==> src/rtl/assert_macros.svh <==
// Assertion macros for the line crossing RTL.
// Stand-alone header; the bodies are empty when SYNTH is defined.
`ifndef ASSERT_MACROS_SVH
`define ASSERT_MACROS_SVH

`ifndef SYNTH

// Clocked assertion, switched off while reset is held
`define AST_RST(lbl, clk, rst_n, prop, msg) \
    lbl: assert property (@(posedge clk) disable iff (!rst_n) prop) else $error(msg);

// Clocked assertion, checked on every edge including reset
`define AST_ALW(lbl, clk, prop, msg) \
    lbl: assert property (@(posedge clk) prop) else $error(msg);

`else

`define AST_RST(lbl, clk, rst_n, prop, msg)
`define AST_ALW(lbl, clk, prop, msg)

`endif

`endif

==> src/rtl/tblc_pkg.sv <==
// Shared types, widths and register codes for the tracked box line crossing block.
// No dependencies.
package tblc_pkg;

    // Coordinate and derived widths
    localparam int COORD_WIDTH = 12;
    localparam int PT_W        = COORD_WIDTH + 1;     // signed point coordinate
    localparam int SUM_W       = PT_W + 1;            // sum of two coordinates
    localparam int PROD_W      = 2 * PT_W;            // coordinate product
    localparam int DEN_W       = PROD_W + 1;          // determinant / cross product
    localparam int UPROD_W     = 2 * COORD_WIDTH;     // product of two line coordinates
    localparam int SCP_W       = UPROD_W + 1;         // line cross product
    localparam int MA_W        = DEN_W + PT_W;        // ocp times a coordinate delta
    localparam int MB_W        = SCP_W + PT_W;        // scp times a coordinate delta
    localparam int NUM_W       = MA_W + 2;            // numerator incl. negation
    localparam int ADEN_W      = DEN_W + 1;           // magnitude of determinant
    localparam int WP_W        = PT_W + ADEN_W;       // range bound times determinant
    localparam int N_STAGES    = 7;

    // Stream and configuration port widths
    localparam int N_IN_FIELDS = 8;
    localparam int IN_TDATA_W  = ((N_IN_FIELDS * COORD_WIDTH + 7) / 8) * 8;
    localparam int OUT_TDATA_W = 8;
    localparam int CFG_IDX_W   = 3;
    localparam int CFG_DATA_W  = COORD_WIDTH;

    // Register indexes
    localparam logic [CFG_IDX_W-1:0] CFG_LINE_X1   = 3'd0;
    localparam logic [CFG_IDX_W-1:0] CFG_LINE_Y1   = 3'd1;
    localparam logic [CFG_IDX_W-1:0] CFG_LINE_X2   = 3'd2;
    localparam logic [CFG_IDX_W-1:0] CFG_LINE_Y2   = 3'd3;
    localparam logic [CFG_IDX_W-1:0] CFG_TRACK_LOC = 3'd4;
    localparam logic [CFG_IDX_W-1:0] CFG_CROSS_DIR = 3'd5;

    typedef logic signed [PT_W-1:0]   t_coord;
    typedef logic signed [PROD_W-1:0] t_prod;

    typedef enum logic [2:0] {
        LOC_CENTER = 3'd0,
        LOC_TOP    = 3'd1,
        LOC_BOTTOM = 3'd2,
        LOC_LEFT   = 3'd3,
        LOC_RIGHT  = 3'd4
    } t_loc;

    typedef enum logic [1:0] {
        DIR_FROM_LEFT  = 2'd0,
        DIR_FROM_RIGHT = 2'd1,
        DIR_ANY        = 2'd2
    } t_dir;

    typedef enum logic [1:0] {
        SIDE_LEFT  = 2'd0,
        SIDE_RIGHT = 2'd1,
        SIDE_ON    = 2'd2
    } t_side;

    typedef struct packed {
        t_coord x;
        t_coord y;
    } t_pt;

    typedef struct packed {
        logic [COORD_WIDTH-1:0] x1;
        logic [COORD_WIDTH-1:0] y1;
        logic [COORD_WIDTH-1:0] x2;
        logic [COORD_WIDTH-1:0] y2;
        t_loc                   loc;
        t_dir                   dir;
    } t_cfg;

    typedef struct packed {
        logic en;        // whole pipeline advances
        logic in_valid;  // word offered at the slave side
    } t_pipe_ctl;

    typedef struct packed {
        logic valid;
        logic crossed;
    } t_pipe_out;

endpackage

==> src/rtl/tblc_point.sv <==
// Track point selection on one bounding box (exclusive right/bottom edges).
// Depends on tblc_pkg.
module tblc_point (
    input  logic [tblc_pkg::COORD_WIDTH-1:0] i_left,
    input  logic [tblc_pkg::COORD_WIDTH-1:0] i_top,
    input  logic [tblc_pkg::COORD_WIDTH-1:0] i_right_excl,
    input  logic [tblc_pkg::COORD_WIDTH-1:0] i_bottom_excl,
    input  tblc_pkg::t_loc                   i_loc,
    output tblc_pkg::t_pt                    o_pt
);

    tblc_pkg::t_coord                   l, t, r, b, mx, my;
    logic signed [tblc_pkg::SUM_W-1:0]  sx, sy;

    // Inclusive edges; an exclusive edge of zero becomes -1
    assign l = tblc_pkg::t_coord'({1'b0, i_left});
    assign t = tblc_pkg::t_coord'({1'b0, i_top});
    assign r = tblc_pkg::t_coord'({1'b0, i_right_excl}) - tblc_pkg::t_coord'(1);
    assign b = tblc_pkg::t_coord'({1'b0, i_bottom_excl}) - tblc_pkg::t_coord'(1);

    // Midpoints, truncated toward zero: the only negative sum is -1, giving 0
    assign sx = tblc_pkg::SUM_W'(l) + tblc_pkg::SUM_W'(r);
    assign sy = tblc_pkg::SUM_W'(t) + tblc_pkg::SUM_W'(b);
    assign mx = sx[tblc_pkg::SUM_W-1] ? '0 : sx[tblc_pkg::SUM_W-1:1];
    assign my = sy[tblc_pkg::SUM_W-1] ? '0 : sy[tblc_pkg::SUM_W-1:1];

    // Point select; unused codes behave as right
    always_comb begin
        unique case (i_loc)
            tblc_pkg::LOC_CENTER: begin
                o_pt.x = mx;
                o_pt.y = my;
            end
            tblc_pkg::LOC_TOP: begin
                o_pt.x = mx;
                o_pt.y = t;
            end
            tblc_pkg::LOC_BOTTOM: begin
                o_pt.x = mx;
                o_pt.y = b;
            end
            tblc_pkg::LOC_LEFT: begin
                o_pt.x = l;
                o_pt.y = my;
            end
            default: begin
                o_pt.x = r;
                o_pt.y = my;
            end
        endcase
    end

endmodule

==> config.mk <==
export PLATFORM = sky130hd
export DESIGN_NAME = tblc_point
export DESIGN_NICKNAME = d
export VERILOG_FILES = /design/src/rtl/assert_macros.svh /design/src/rtl/tblc_pkg.sv /design/src/rtl/tblc_point.sv
export SDC_FILE = /design/constraint.sdc
export NUM_CORES = 1
export LEC_CHECK = 0
export CAP_MARGIN = 10
export CORE_MARGIN = 3
export CORE_UTILIZATION = 35
export DETAILED_ROUTE_END_ITERATION = 6
export DONT_BUFFER_PORTS = 1
export GPL_TIMING_DRIVEN = 0
export PLACE_DENSITY = 0.52
export SYNTH_ARGS = -nofsm -noshare
export SYNTH_HDL_FRONTEND = slang
export SYNTH_SLANG_ARGS = --single-unit
==> constraint.sdc <==
create_clock -name vclk -period 5.06
set_input_delay 0.506 -clock vclk [all_inputs]
set_output_delay 0.506 -clock vclk [all_outputs]
set_load 0.01 [all_outputs]
==> impl_metrics.env <==
export IMPL_min_period_ps=4430
export IMPL_postCtsHoldBufs=0
export IMPL_io_buffers=0
export IMPL_grt_first_pass_wirelength_um=9800
export IMPL_yosysTopAreaCell="ha_1"
export IMPL_critPathMaxFanout=6
export IMPL_timing_max_transition_violations_final=0
export IMPL_placed_cell_area_um2=2100
export IMPL_combPwrFrac_pct=100.0
export IMPL_fin_nets=375
export IMPL_irDropWorstVdd_mv=0.0527
export IMPL_grt_antenna_before_repair=0
export IMPL_vias_per_cell=5.87
export IMPL_synth_cell_type_count=50
export IMPL_cp_slowest_cell="or4_4"
export IMPL_drcViolationCount=0
export IMPL_crit_start="i_right_excl[4]"
export IMPL_wl_per_cell_um=17.3
export IMPL_synth_nets=373
export IMPL_seq_cells=0
export IMPL_drt_iter0_drc=105
export IMPL_min_period_over_period_pct=87.5
export IMPL_yosys_top_cells_count="36 x nand2_1, 30 x ha_1, 25 x xor2_1"
export IMPL_crit_arrival_ps=3920
export IMPL_row_count=26
export IMPL_cap_violations=0
export IMPL_yosysMostFrequentCell="nand2_1"
export IMPL_crit_path_cell_trace="or4_4, or3b_2, nor4_1, xor2_1, ha_1, a21oi_1, mux2i_1, a41o_1, or4_1, a21oi_1"
export IMPL_fin_area_um2=2100
export IMPL_power_switching_uw=152
export IMPL_synth_area_leaders="ha_1 19%, xor2_1 11%, nand2_1 6.7%, a21oi_1 5.0%, xnor2_1 4.8%"
export IMPL_dp_hpwl_um=5330
export IMPL_leakage_uw=0.000848
export IMPL_grt_pass1_vias=2106
export IMPL_diodes=0
export IMPL_grt_use_total_pct=17.9
export IMPL_grt_setup_unrepaired="false"
export IMPL_worstSetupPathType="in2out"
export IMPL_grt_max_degree=11
export IMPL_max_slew_margin_rel_pct=50.0
export IMPL_dieArea_um2=6690
export IMPL_firstDrtPassIters=4
export IMPL_setup_viol=0
export IMPL_fillers=599
export IMPL_worstPathRequired_ps=4550
export IMPL_outcome="complete, no violations"
export IMPL_post_cts_buffers=0
export IMPL_fmax_mhz=226
export IMPL_seqCellArea_um2=0
export IMPL_synth_top_area_share_pct=18.7
export IMPL_p_int_uw=104
export IMPL_synth_area_um2=2010
export IMPL_cp_slowest_stage_delay_ps=540
export IMPL_gp_congestion=0.860
export IMPL_ys_warnings_count=0
export IMPL_syn_area_per_cell_um2=6.94
export IMPL_die_h_um=81.8
export IMPL_vias=2112
export IMPL_coreArea_um2=5340
export IMPL_start_util_pct=37.7
export IMPL_layout_area_overhead_vs_synth_pct=4.35
export IMPL_yosysSeqAreaShare_pct=0
export IMPL_worst_setup_path_start_kind="input pin"
export IMPL_crit_top_cell="a21oi_1"
export IMPL_post_cts_resized=0
export IMPL_sw_frac_of_total_pct=59.5
export IMPL_ant_nets=0
export IMPL_totalWireLength_um=6230
export IMPL_crit_path_end_kind="output port"
export IMPL_clkPwrFrac_pct=0
export IMPL_total_power_uw=256
export IMPL_clkbuf_count=0
export IMPL_tightest_slew_ps=740
export IMPL_hold_path_depth=2
export IMPL_drive_gt1_share_pct=2.07
export IMPL_hold_start="i_top[0]"
export IMPL_p_per_area_nw_per_um2=122
export IMPL_syn_instance_count=290
export IMPL_dieWidth_um=81.8
export IMPL_boundaryPins=77
export IMPL_multi_input_area_um2=1940
export IMPL_grt_overflow=0
export IMPL_fin_setup_tns_ps=0
export IMPL_whs_endpoint="o_pt[0]"
export IMPL_hold_viol_final=0
export IMPL_pwr_share_seq_pct=0
export IMPL_min_path_type="in2out"
-- final cells by class --
cell class	count	area share [%]
inverter	10	1.79
multi-input combinational	273	92.4
tap	70	4.17
buffer	7	1.61
-- layout by cell type (no fill, tap or decap), types with 5 or more instances in the layout --
master,Yosys,final
a21oi_1,20,20
a221o_1,7,7
a22oi_1,6,6
a31oi_1,6,6
clkbuf_1,6,6
ha_1,30,30
inv_1,9,9
nand2_1,36,36
nand2b_1,7,7
nor2_1,22,22
nor3_1,11,11
nor3b_1,6,6
nor4_1,5,5
o21a_1,6,6
o21ai_0,16,16
xnor2_1,11,11
xor2_1,25,25
-- critical path: cells and delay by family --
| kind | cells | cell delay [ps] |
|---|---|---|
| simple gates | 4 | 1810 |
| mux | 1 | 120 |
| xor+xnor | 1 | 320 |
| fa+ha+maj | 1 | 370 |
| compound gates | 3 | 790 |
-- stage by stage --
step	worst slack [ps]	std cells	utilization (%)	hold WS, ps
after floorplan	1030	290	-	1140
after global placement	648	360	39.4	1160
after detailed placement	644	360	39.4	1160
after CTS	636	360	39.4	1160
after global routing	421	360	39.4	1170
final	634	360	39.4	1150
-- logic make-up after synthesis --
| logic type | after synthesis | share of synthesized area [%] |
|---|---|---|
| and+or+nand+nor | 114 | 28.9 |
| buffers and inverters | 17 | 3.54 |
| adders and majority gates | 32 | 20.6 |
| muxes | 1 | 0.498 |
| AOI/OAI and AO/OA | 90 | 30.8 |
| xor gates and xnor gates | 36 | 15.7 |
-- power by group through the flow --
stage / Combinational [uW] / Clock (uW) / Sequential (uW)
after global placement: 256 / 0 / 0
after global routing: 285 / 0 / 0
final: 256 / 0 / 0
after floorplan: 210 / 0 / 0
after CTS: 257 / 0 / 0
after detailed placement: 255 / 0 / 0
-- layer usage --
| layer | vias to the layer above | routed length, um | GRT usage (%) |
|---|---|---|---|
| met4 | 0 | 17 | 1.50 |
| met1 | 956 | 2630 | 21.7 |
| li1 | 1094 | - | - |
| met3 | 2 | 445 | 2.74 |
| met2 | 60 | 3140 | 34.2 |
| met5 | - | 0 | 0 |
-- how the worst max path moves through the flow --
stage	to	slack, ps	cells after the start
CTS	o_pt[24]	640	10
global placement	o_pt[24]	650	10
finish	o_pt[24]	630	10
global route	o_pt[24]	420	10
floorplan	o_pt[24]	1030	10
detailed placement	o_pt[24]	640	10
Power figures use the tool's default switching activity.
